$ cat src/design/assert_macros.svh
// ----------------------------------------------------------------------------
// assert_macros.svh
// Shorthand for clocked implication checks with a synchronous reset guard.
// ----------------------------------------------------------------------------
`ifndef ASSERT_MACROS_SVH
`define ASSERT_MACROS_SVH

// Same-cycle implication: when ante holds, cons holds at that edge.
`define ASSERT_IMP(label, clk, rst, ante, cons, msg) \
   label: assert property (@(posedge clk) disable iff (rst) (ante) |-> (cons)) \
      else $error(msg);

// Next-cycle implication: when ante holds, cons holds at the following edge.
`define ASSERT_NXT(label, clk, rst, ante, cons, msg) \
   label: assert property (@(posedge clk) disable iff (rst) (ante) |=> (cons)) \
      else $error(msg);

`endif

$ cat src/design/itra_pkg.sv
// ----------------------------------------------------------------------------
// itra_pkg
// Shared types, codes and the digit character table for the radix converter.
// ----------------------------------------------------------------------------
`default_nettype none

package itra_pkg;

   localparam int VALUE_WIDTH_DEF = 32;
   localparam int IN_VALUE_W      = 32;
   localparam int FUNC_W          = 2;
   localparam int CHAR_W          = 7;

   typedef enum logic [FUNC_W-1:0] {
      RADIX_BIN = 2'd0,
      RADIX_OCT = 2'd1,
      RADIX_DEC = 2'd2,
      RADIX_HEX = 2'd3
   } radix_type;

   typedef logic [CHAR_W-1:0] char_type;

   localparam char_type DIGIT_CHARS [16] = '{
      7'h30, 7'h31, 7'h32, 7'h33, 7'h34, 7'h35, 7'h36, 7'h37,
      7'h38, 7'h39, 7'h41, 7'h42, 7'h43, 7'h44, 7'h45, 7'h46
   };

   // Commands from the controller to the datapath; at most one is high.
   typedef struct packed {
      logic load;    // capture a new value and radix
      logic dabble;  // one double-dabble step
      logic trim;    // drop one leading decimal zero
      logic emit;    // move the top digit into the output register
   } cmd_type;

   typedef struct packed {
      logic cnt_zero;  // digit or bit counter at its final step
      logic top_zero;  // current top digit is zero
      logic out_free;  // output register can take a character this cycle
   } status_type;

   function automatic char_type digit_ascii(input logic [3:0] d);
      return DIGIT_CHARS[d];
   endfunction

endpackage

`default_nettype wire

$ cat src/design/itra_ctrl.sv
// ----------------------------------------------------------------------------
// itra_ctrl
// Sequencer: accept, convert (decimal only), trim leading zeros, send digits.
// ----------------------------------------------------------------------------
`default_nettype none

module itra_ctrl (
   input  wire logic                    clock,
   input  wire logic                    reset,
   input  wire logic                    req_valid,
   input  wire logic [itra_pkg::FUNC_W-1:0] req_func,
   output logic                         req_ready,
   input  wire itra_pkg::status_type    sts,
   output itra_pkg::cmd_type            cmd
);
   import itra_pkg::*;

   typedef enum logic [3:0] {
      ST_IDLE = 4'b0001,
      ST_CONV = 4'b0010,
      ST_TRIM = 4'b0100,
      ST_SEND = 4'b1000
   } state_type;

   state_type state_ff, state_in;

   always_comb begin
      state_in = state_ff;
      cmd      = '0;
      unique case (state_ff)
         ST_IDLE: begin
            if (req_valid) begin
               cmd.load = 1'b1;
               state_in = (radix_type'(req_func) == RADIX_DEC) ? ST_CONV : ST_SEND;
            end
         end
         ST_CONV: begin
            cmd.dabble = 1'b1;
            if (sts.cnt_zero) begin
               state_in = ST_TRIM;
            end
         end
         ST_TRIM: begin
            // drop leading zeros, keep at least one digit
            if (sts.top_zero && !sts.cnt_zero) begin
               cmd.trim = 1'b1;
            end else begin
               state_in = ST_SEND;
            end
         end
         ST_SEND: begin
            if (sts.out_free) begin
               cmd.emit = 1'b1;
               if (sts.cnt_zero) begin
                  state_in = ST_IDLE;
               end
            end
         end
         default: begin
            state_in = ST_IDLE;
         end
      endcase
   end

   assign req_ready = (state_ff == ST_IDLE);

   always_ff @(posedge clock) begin
      if (reset) begin
         state_ff <= ST_IDLE;
      end else begin
         state_ff <= state_in;
      end
   end

endmodule

`default_nettype wire

$ cat src/design/itra_dpath.sv
// ----------------------------------------------------------------------------
// itra_dpath
// Digit shift register, double-dabble BCD register, counter, output register.
// ----------------------------------------------------------------------------
`default_nettype none

module itra_dpath #(
   parameter int VALUE_WIDTH = itra_pkg::VALUE_WIDTH_DEF
) (
   input  wire logic                        clock,
   input  wire logic                        reset,
   input  wire logic [itra_pkg::IN_VALUE_W-1:0] req_value,
   input  wire logic [itra_pkg::FUNC_W-1:0] req_func,
   input  wire itra_pkg::cmd_type           cmd,
   output itra_pkg::status_type             sts,
   output itra_pkg::char_type               rsp_char,
   output logic                             rsp_last,
   output logic                             rsp_valid,
   input  wire logic                        rsp_ready
);
   import itra_pkg::*;

   localparam int NOCT   = (VALUE_WIDTH + 2) / 3;
   localparam int NHEX   = (VALUE_WIDTH + 3) / 4;
   localparam int SW     = (3 * NOCT > 4 * NHEX) ? 3 * NOCT : 4 * NHEX;
   localparam int ND     = ((VALUE_WIDTH * 1233) >> 12) + 1;
   localparam int BW     = 4 * ND;
   localparam int CW     = $clog2(VALUE_WIDTH);
   localparam int SH_BIN = SW - VALUE_WIDTH;
   localparam int SH_OCT = SW - 3 * NOCT;
   localparam int SH_HEX = SW - 4 * NHEX;

   logic [SW-1:0]          sh_ff, sh_in;
   logic [BW-1:0]          bcd_ff, bcd_in;
   logic [BW-1:0]          bcd_adj;
   logic [CW-1:0]          cnt_ff, cnt_in;
   radix_type              radix_ff, radix_in;
   char_type               char_ff, char_in;
   logic                   last_ff, last_in;
   logic                   valid_ff, valid_in;
   logic [VALUE_WIDTH-1:0] val_w;
   logic [3:0]             top_digit;
   logic                   cnt_zero;

   assign val_w    = VALUE_WIDTH'(req_value);
   assign cnt_zero = (cnt_ff == '0);

   always_comb begin
      unique case (radix_ff)
         RADIX_BIN: top_digit = {3'b000, sh_ff[SW-1]};
         RADIX_OCT: top_digit = {1'b0, sh_ff[SW-1 -: 3]};
         RADIX_DEC: top_digit = bcd_ff[BW-1 -: 4];
         RADIX_HEX: top_digit = sh_ff[SW-1 -: 4];
      endcase
   end

   // add-3 correction on every BCD digit before the shift
   always_comb begin
      for (int i = 0; i < ND; i++) begin
         bcd_adj[4*i +: 4] = (bcd_ff[4*i +: 4] >= 4'd5) ? bcd_ff[4*i +: 4] + 4'd3
                                                          : bcd_ff[4*i +: 4];
      end
   end

   always_comb begin
      sh_in    = sh_ff;
      bcd_in   = bcd_ff;
      cnt_in   = cnt_ff;
      radix_in = radix_ff;
      char_in  = char_ff;
      last_in  = last_ff;
      valid_in = valid_ff & ~rsp_ready;
      if (cmd.load) begin
         radix_in = radix_type'(req_func);
         bcd_in   = '0;
         unique case (radix_type'(req_func))
            RADIX_BIN: begin
               sh_in  = SW'(val_w) << SH_BIN;
               cnt_in = CW'(VALUE_WIDTH - 1);
            end
            RADIX_OCT: begin
               sh_in  = SW'(val_w) << SH_OCT;
               cnt_in = CW'(NOCT - 1);
            end
            RADIX_DEC: begin
               sh_in  = SW'(val_w) << SH_BIN;
               cnt_in = CW'(VALUE_WIDTH - 1);
            end
            RADIX_HEX: begin
               sh_in  = SW'(val_w) << SH_HEX;
               cnt_in = CW'(NHEX - 1);
            end
         endcase
      end else if (cmd.dabble) begin
         bcd_in = {bcd_adj[BW-2:0], sh_ff[SW-1]};
         sh_in  = sh_ff << 1;
         // on the last bit, rearm the counter for the decimal digits
         cnt_in = cnt_zero ? CW'(ND - 1) : cnt_ff - 1'b1;
      end else if (cmd.trim) begin
         bcd_in = bcd_ff << 4;
         cnt_in = cnt_ff - 1'b1;
      end else if (cmd.emit) begin
         char_in  = digit_ascii(top_digit);
         last_in  = cnt_zero;
         valid_in = 1'b1;
         cnt_in   = cnt_ff - 1'b1;
         unique case (radix_ff)
            RADIX_BIN: sh_in  = sh_ff << 1;
            RADIX_OCT: sh_in  = sh_ff << 3;
            RADIX_DEC: bcd_in = bcd_ff << 4;
            RADIX_HEX: sh_in  = sh_ff << 4;
         endcase
      end else begin
      end
   end

   always_ff @(posedge clock) begin
      sh_ff    <= sh_in;
      bcd_ff   <= bcd_in;
      cnt_ff   <= cnt_in;
      char_ff  <= char_in;
      last_ff  <= last_in;
      if (reset) begin
         radix_ff <= RADIX_BIN;
         valid_ff <= 1'b0;
      end else begin
         radix_ff <= radix_in;
         valid_ff <= valid_in;
      end
   end

   assign sts.cnt_zero = cnt_zero;
   assign sts.top_zero = (top_digit == 4'd0);
   assign sts.out_free = ~valid_ff | rsp_ready;

   assign rsp_char  = char_ff;
   assign rsp_last  = last_ff;
   assign rsp_valid = valid_ff;

endmodule

`default_nettype wire

$ cat src/design/integer_to_radix_ascii.sv
// ----------------------------------------------------------------------------
// integer_to_radix_ascii
// Unsigned integer to ASCII digit string in binary, octal, decimal or hex.
// ----------------------------------------------------------------------------
// Each input transfer carries an unsigned magnitude and a radix select; the
// block answers with one output transfer per ASCII character, most
// significant digit first, tlast high on the final character. Binary, octal
// and hex give a fixed digit count with leading zeros (VALUE_WIDTH,
// ceil(VALUE_WIDTH/3), ceil(VALUE_WIDTH/4): 32, 11 and 8 at the default
// width); hex letters are uppercase. Decimal gives no leading zeros, and zero
// comes out as the single character "0". The input value is taken modulo
// 2^VALUE_WIDTH. One item is in work at a time: req_tready is high only while
// the sequencer is idle, and the last character may still wait in the output
// register while the next item is taken. With a free-running sink a fixed
// radix item is paced by the one-character output register. A decimal item
// runs the bit-serial double-dabble loop over all VALUE_WIDTH bits, then
// drops leading zeros one digit at a time, then sends the digits. Dropped
// zeros and digits always add up to the ten BCD digits at the default width.
// ----------------------------------------------------------------------------
`default_nettype none
`include "assert_macros.svh"

module integer_to_radix_ascii #(
   parameter int VALUE_WIDTH = itra_pkg::VALUE_WIDTH_DEF
) (
   input  wire logic        clock,
   input  wire logic        reset,
   // request: value [31:0], func [33:32], zero pad [39:34]
   input  wire logic [39:0] req_tdata,
   input  wire logic        req_tvalid,
   output logic             req_tready,
   // response: digit_char [6:0], zero pad [7]
   output logic [7:0]       rsp_tdata,
   output logic             rsp_tlast,
   output logic             rsp_tvalid,
   input  wire logic        rsp_tready
);
   import itra_pkg::*;

   cmd_type    cmd;
   status_type sts;
   char_type   rsp_char;

   // sequencer: owns the accept handshake and the step order
   itra_ctrl u_ctrl (
      .clock     (clock),
      .reset     (reset),
      .req_valid (req_tvalid),
      .req_func  (req_tdata[IN_VALUE_W +: FUNC_W]),
      .req_ready (req_tready),
      .sts       (sts),
      .cmd       (cmd)
   );

   // datapath: shift and BCD registers plus the output register
   itra_dpath #(
      .VALUE_WIDTH (VALUE_WIDTH)
   ) u_dpath (
      .clock     (clock),
      .reset     (reset),
      .req_value (req_tdata[IN_VALUE_W-1:0]),
      .req_func  (req_tdata[IN_VALUE_W +: FUNC_W]),
      .cmd       (cmd),
      .sts       (sts),
      .rsp_char  (rsp_char),
      .rsp_last  (rsp_tlast),
      .rsp_valid (rsp_tvalid),
      .rsp_ready (rsp_tready)
   );

   assign rsp_tdata = {1'b0, rsp_char};

   // an accepted item keeps the block busy for at least the next cycle
   `ASSERT_NXT(a_busy_after_accept, clock, reset, req_tvalid && req_tready, !req_tready,
      "input accepted again right after a transfer")
   // never overwrite a character that the sink has not taken
   `ASSERT_IMP(a_emit_into_free, clock, reset, cmd.emit, !rsp_tvalid || rsp_tready,
      "character emitted over a pending result")
   // datapath commands are mutually exclusive
   `ASSERT_IMP(a_cmd_exclusive, clock, reset, 1'b1,
      $onehot0({cmd.load, cmd.dabble, cmd.trim, cmd.emit}),
      "more than one datapath command at once")

endmodule

`default_nettype wire

$ cat config.mk
export PLATFORM = sky130hd
export DESIGN_NAME = integer_to_radix_ascii
export DESIGN_NICKNAME = d
export VERILOG_FILES = /design/src/design/itra_pkg.sv /design/src/design/itra_ctrl.sv /design/src/design/itra_dpath.sv /design/src/design/integer_to_radix_ascii.sv
export VERILOG_INCLUDE_DIRS = /design/src /design/src/design
export SDC_FILE = /design/constraint.sdc
export NUM_CORES = 1
export LEC_CHECK = 0
export BUFFER_PORTS_ARGS = -buffer_cell sky130_fd_sc_hd__buf_4
export CAP_MARGIN = 0
export CORE_ASPECT_RATIO = 0.6
export CORE_MARGIN = 3
export CORE_UTILIZATION = 60
export CTS_CLUSTER_SIZE = 25
export DETAILED_ROUTE_END_ITERATION = 16
export GPL_TIMING_DRIVEN = 0
export PLACE_DENSITY_LB_ADDON = 0.08
export SLEW_MARGIN = 30
export SYNTH_ARGS = -nofsm -noshare
export SYNTH_HDL_FRONTEND = slang
export SYNTH_SLANG_ARGS = --single-unit
$ cat constraint.sdc
create_clock -name clock -period 4.8 [get_ports clock]
set_clock_uncertainty 0.2 [all_clocks]
set_input_delay 0.72 -clock clock [delete_from_list [all_inputs] [get_ports clock]]
set_output_delay 0.72 -clock clock [all_outputs]
set_load 0.01 [all_outputs]
# Yosys cells after proc, flatten, opt, wreduce, memory -nomap -nowiden
# Memories as Yosys holds them, arrays and structs flattened. A register that Yosys moved wholly into a read port is not among the register bits.
# Cells that the tools add are included.
[op_classes]
n_lt_le_gt_ge = 10
muxes = 45
n_eq_ne = 16
reduce_logical = 17
addsub = 11
n_bitwise = 8
[ops]
columns = ["op", "count"]
rows = [
  ["2-to-1 mux 40 bit", 4],
  ["2-to-1 mux 33 bit", 4],
  ["case mux 33 bit (3 select lines)", 1],
  ["case mux 33 bit (2 select lines)", 1],
  ["2-to-1 mux 4 bit", 15],
  [">= comparator 4 x 3 -> 1 bit (second input constant)", 10],
  ["adder 4 x 2 -> 4 bit (second input constant)", 9],
  ["case mux 4 bit (4 select lines)", 2],
  ["2-to-1 mux 5 bit", 5],
  ["case mux 5 bit (3 select lines)", 1],
  ["2-to-1 mux 1 bit", 11],
  ["nonzero test 3 bit", 3],
  ["== test 2 bit (second input constant)", 4],
  ["!= test 2 bit (second input constant)", 3],
  ["logical NOT 5 bit", 1],
  ["NOT 1 bit", 5],
  ["NOT 4 -> 5 bit", 1],
  ["AND reduction 5 bit", 1],
  ["nonzero test 5 bit", 1],
  ["subtractor 5 x 1 -> 5 bit (second input constant)", 1],
  ["== test 2 x 1 -> 1 bit (second input constant)", 2],
  ["== test 4 x 1 -> 1 bit (second input constant)", 1],
  ["== test 4 x 2 -> 1 bit (second input constant)", 1],
  ["== test 4 x 3 -> 1 bit (second input constant)", 1],
  ["other kinds (17)", 19],
]
[totals]
memories = 1
romBits = 112
register_bits = 86
in_bits = 44
out_inout_bits = 11
[memory_table]
columns = ["memory", "words", "width", "read_ports", "rd_ports_with_merged_regs", "wr", "line", "source"]
rows = [
  ["(name not given)", 16, 7, 1, 1, 0, "itra_pkg.sv:43", "return DIGIT_CHARS[d];"],
]

# Logic depth before layout (Yosys ltp)
[depth]
word_depth = 9
mapped_depth = 10
depth_no_buf = 8

# Modules after synthesis
# From an unflattened synthesis, not the netlist that was laid out.
[hier_totals]
cells_unflattened = 627
hier_area_um2 = 5994.5
[modules_own_cells]
columns = ["mod", "cells_per_inst", "area_per_inst_um2", "instances"]
rows = [
  ["itra_dpath", 587, 5659.2, 1],
  ["itra_ctrl", 38, 324.1, 1],
  ["integer_to_radix_ascii", 2, 11.3, 1],
]

# Worst setup path before layout
# Ideal clock, no wire load.
[synth_path]
path_kind = "in2reg"
from = "input rsp_tready"
to = "register u_dpath.sh_ff[0] (enable)"
stages = 3
arrival_time_ps = 2604
slack_ps = 1563
setup_ps = 433
t_required_ps = 4167
n_path_buf = 0
cell_sequence = "nand2b_1 > nand2_1 > o211ai_1"
[synth_between]
elab_chain_cells = 5
[synth_lines]
columns = ["element", "line", "source"]
rows = [
  ["start, declared", "integer_to_radix_ascii.sv:36", "input wire logic rsp_tready"],
  ["OR 1 bit", "itra_dpath.sv:134", "assign sts.out_free = ~valid_ff | rsp_ready;"],
  ["2-to-1 mux 1 bit", "itra_ctrl.sv:52", "if (sts.out_free) begin"],
  ["2-to-1 mux 1 bit", "itra_ctrl.sv:30", "unique case (state_ff)"],
  ["nonzero test 3 bit (no line)", "--", ""],
  ["AND reduction 3 bit (no line)", "--", ""],
  ["end signal, assigned", "itra_dpath.sv:118", "sh_ff <= sh_in;"],
  ["end, declared", "itra_dpath.sv:33", "logic [SW-1:0] sh_ff, sh_in;"],
]
# No other way between the ends.
# A chain may end at the register's enable or synchronous reset.

# Final worst setup path
[layout_path]
from = "register u_ctrl.state_ff[0]"
to = "register u_dpath.sh_ff[26] (enable)"
[layout_between]
elab_chain_cells = 4
word_cells_on_any_way = 12
[layout_lines]
columns = ["element", "line", "source"]
rows = [
  ["start, declared", "itra_ctrl.sv:25", "state_type state_ff, state_in;"],
  ["start signal, assigned", "itra_ctrl.sv:71", "state_ff <= state_in;"],
  ["== test 4 x 3 -> 1 bit (tied with other cells)", "itra_ctrl.sv:30", ""],
  ["2-to-1 mux 1 bit", "itra_ctrl.sv:30", ""],
  ["!= test 3 x 1 -> 1 bit (no line) (tied with other cells)", "--", ""],
  ["AND reduction 3 bit (no line) (*)", "--", ""],
]
# Mark *: on every way between the ends. The rest lies on a longest branch, timed or not.

==> impl_metrics.ini <==
[synth]
synth_edf_count = 45
synth-compound-area-share = 0.237
yosys_warnings = 0
syn-num-nets = 761
synthAdderAreaFrac = 0.0614
syn_avg_cell_area_um2 = 8.90
synth-xor-area-share = 0.0201
yosys.area_share.simple = 0.121
yosys_most_used_dff = dfxtp_1
synth_async_sr_flop_share = 0
yosysUniqueCellTypes = 55
muxShareOfSynthArea = 0.124
synth_top_family_by_area = compound AO/OA/AOI/OAI gates
syn_inst = 687
yosysSeqAreaShare = 0.375
ys_ff_latch = 92
synth_area_um2 = 6110

[sta]
tns_ps = 0
fin_crit_ps = 3640
slew_headroom = 0.494
tightest_slew_ps = 758
drv_slew = 0
setup_viol = 0
fmax_mhz = 275
fin_ws_ps = 1160
final.period_utilization = 0.759
rsz0062_at_grt = no
finalHoldViolations = 0

[setup_path]
required_ps = 4700
worstSetupPathType = flop to flop
cp_cell_sequence = clkbuf_1 > or4b_1 > buf_2 > clkbuf_1 > buf_1 > o211ai_1 > buf_2 > buf_2
cp_max_fo = 10
r2r-start = u_ctrl.state_ff[0]
cp_slowest_cell = buf_1
cp.buffers_inverters = 6
rrSetupSlack_ps = 1160
critPathTopFamily = buffers and inverters
max_stage_delay_ps = 610
worst_setup_path_start_kind = flop
cp.depth = 8
worstPathArrival_ps = 3540
crit_path_start = u_ctrl.state_ff[0]
reg2reg_depth = 8
cp_common_cell = buf_2
r2r-end = u_dpath.sh_ff[26]
critPathCaptureType = flop

[hold_path]
hold_depth = 2
hold-path-endpoint = u_dpath.bcd_ff[21]
hold_class = flop to flop
hold_start = u_dpath.bcd_ff[17]

[placed_design]
dpl_cell_area_um2 = 6650
port_buffers = 47
gp_congestion = 0.926
place_hpwl_um = 12600
dpl_worst_slack_ps = 1310

[layout]
area_growth_pct = 14.9
antenna_cells = 0
layout-drive-gt1-share = 0.126
fillers = 704
nNetsFinal = 824
stdcell_area_um2 = 7030

[pwr]
leakagePower_nw = 2.55
max-vdd-ir-drop_v = 0.000232
power_density_nw_per_um2 = 447

[cts]
htreeDepth = 3
clk_path_buf_depth = 2
numCtsBuffers = 9
cts_tree = done
cts.clk_slew.worst_paths_ps = 70
cts_sinks = 92
post_cts_buffers = 0
clock_latency_ps = 360
cts_root_buffer = clkbuf_16
cts_resized = 0
cts_hold_buf = 0

[detailed_routing]
drc = 0
via_per_inst = 6.50
met2WireLength_um = 6880
wl_um = 17200
first_pass_iters = 6
top_layer_used = met4
drt-met1-wl_um = 8070
dr_wl_met3_um = 1920
drt_iter0_drc = 721
routedWlPerCell_um = 19.4
ant_nets = 0
dr_total_vias = 5753

[run]
maxCapViolations = 0

[global_routing]
grt_max_degree = 16
grt_usage = 0.299
grt_pass1_vias = 5305
grt_first_pass_wirelength_um = 27100
antenna_found_initial = 0
grt_overflow_total = 0

[floorplanning]
die_w_um = 136
die-area_um2 = 11500
num_rows = 27
ios = 55
start_util = 0.642
core_area_um2 = 9530
die_y_um = 84.2

[run_status]
outcome = finished, final reports clean
-- cell usage in the layout, fill, tap and decap left out, types with 2 or more instances in the layout --
cell type,instances
bufinv_16,4
o21ai_0,71
a211oi_2,2
o211ai_1,31
and3b_1,6
clkinvlp_4,2
edfxtp_1,45
a221oi_1,2
a31oi_1,7
and2_1,4
nor2b_1,3
xnor2_1,12
a211oi_1,23
o21a_1,2
dfxtp_1,47
nand2_1,73
a21oi_1,81
nand4_1,4
inv_1,38
nor3_1,7
buf_1,2
ha_1,30
xor2_1,2
clkbuf_1,34
buf_2,17
a22oi_1,4
o2bb2ai_1,2
nand2b_1,11
mux2_2,2
nor2_1,14
buf_4,50
mux2i_1,70
clkbuf_16,9
nand3_1,7
nand3b_1,3
nor3b_1,5
o32ai_1,6
-- metrics by stage --
stage / power (mW) / util / hold slack (ps) / instances
2_1_floorplan: 1.92 / - / 261 / 687
3_3_place_gp: 2.18 / 0.696 / 293 / 864
3_5_place_dp: 2.24 / 0.698 / 294 / 869
4_1_cts: 3.11 / 0.737 / 302 / 885
5_1_grt: 3.30 / 0.738 / 336 / 885
6_report: 3.14 / 0.738 / 304 / 885
-- worst max-delay path by stage --
stage | slack (ps) | end
4_1_cts | 1290 | u_dpath.sh_ff[21]
6_report | 1160 | u_dpath.sh_ff[26]
2_1_floorplan | 1560 | u_dpath.sh_ff[0]
3_5_place_dp | 1310 | u_dpath.sh_ff[26]
3_3_place_gp | 480 | u_dpath.sh_ff[26]
5_1_grt | 980 | u_dpath.sh_ff[21]
-- final cells by class --
| type | count | area, µm² | share of cell area |
|---|---|---|---|
| Clock inverter | 7 | 139 | 0.0198 |
| Inverter | 38 | 143 | 0.0203 |
| Multi-Input combinational cell | 505 | 3460 | 0.492 |
| Sequential cell | 92 | 2290 | 0.326 |
| Buffer | 52 | 229 | 0.0326 |
| Tap cell | 130 | 163 | 0.0231 |
| Clock buffer | 9 | 225 | 0.0321 |
| Timing Repair Buffer | 52 | 378 | 0.0538 |
-- synth_stat cells (all sizes together), types with 11 or more instances --
master | number | area share
a21oi | 81 | 0.066
clkbuf | 34 | 0.021
o211ai | 31 | 0.038
ha | 30 | 0.061
a211oi | 25 | 0.032
edfxtp | 45 | 0.22
buf | 18 | 0.017
nand2b | 11 | 0.011
nand2 | 73 | 0.045
nor2 | 15 | 0.0096
mux2i | 70 | 0.11
xnor2 | 12 | 0.017
dfxtp | 47 | 0.15
inv | 38 | 0.023
o21ai | 72 | 0.061
-- tightest hold or removal path, cell delays in order, from the launching register on --
cell and delay [ps]:
dfxtp_1 340, nand2_1 70, a21oi_1 50
-- flip-flops by register name, indices dropped and copies added, names as in the netlist --
name               count
u_dpath.bcd_ff        40
u_dpath.sh_ff         33
u_dpath.rsp_char       6
u_dpath.cnt_ff         5
u_ctrl.state_ff        4
u_dpath.radix_ff       2
u_dpath.rsp_last       1
u_dpath.rsp_valid      1
-- metal layers --
layer / track usage / vias to the layer above
li1: - / 2647
met1: 0.464 / 2723
met2: 0.401 / 344
met3: 0.0784 / 39
met4: 0.0961 / 0
met5: 0 / -
-- where the power goes --
group / internal, mW / leakage [nW] / switching, mW
logic: 0.407 / 1.57 / 0.606
registers: 1.08 / 0.803 / 0.173
clock network: 0.560 / 0.169 / 0.313
total: 2.05 / 2.55 / 1.09
-- logic make-up after synthesis --
group | after synthesis
flip-flops | 92
multiplexers | 74
AND/OR/NAND/NOR | 147
XOR/XNOR | 14
buffers and inverters | 90
other | 1
adder cells (fa/ha/maj) | 30
AO/OA/AOI/OAI | 239
Power figures use the tool's default switching activity.
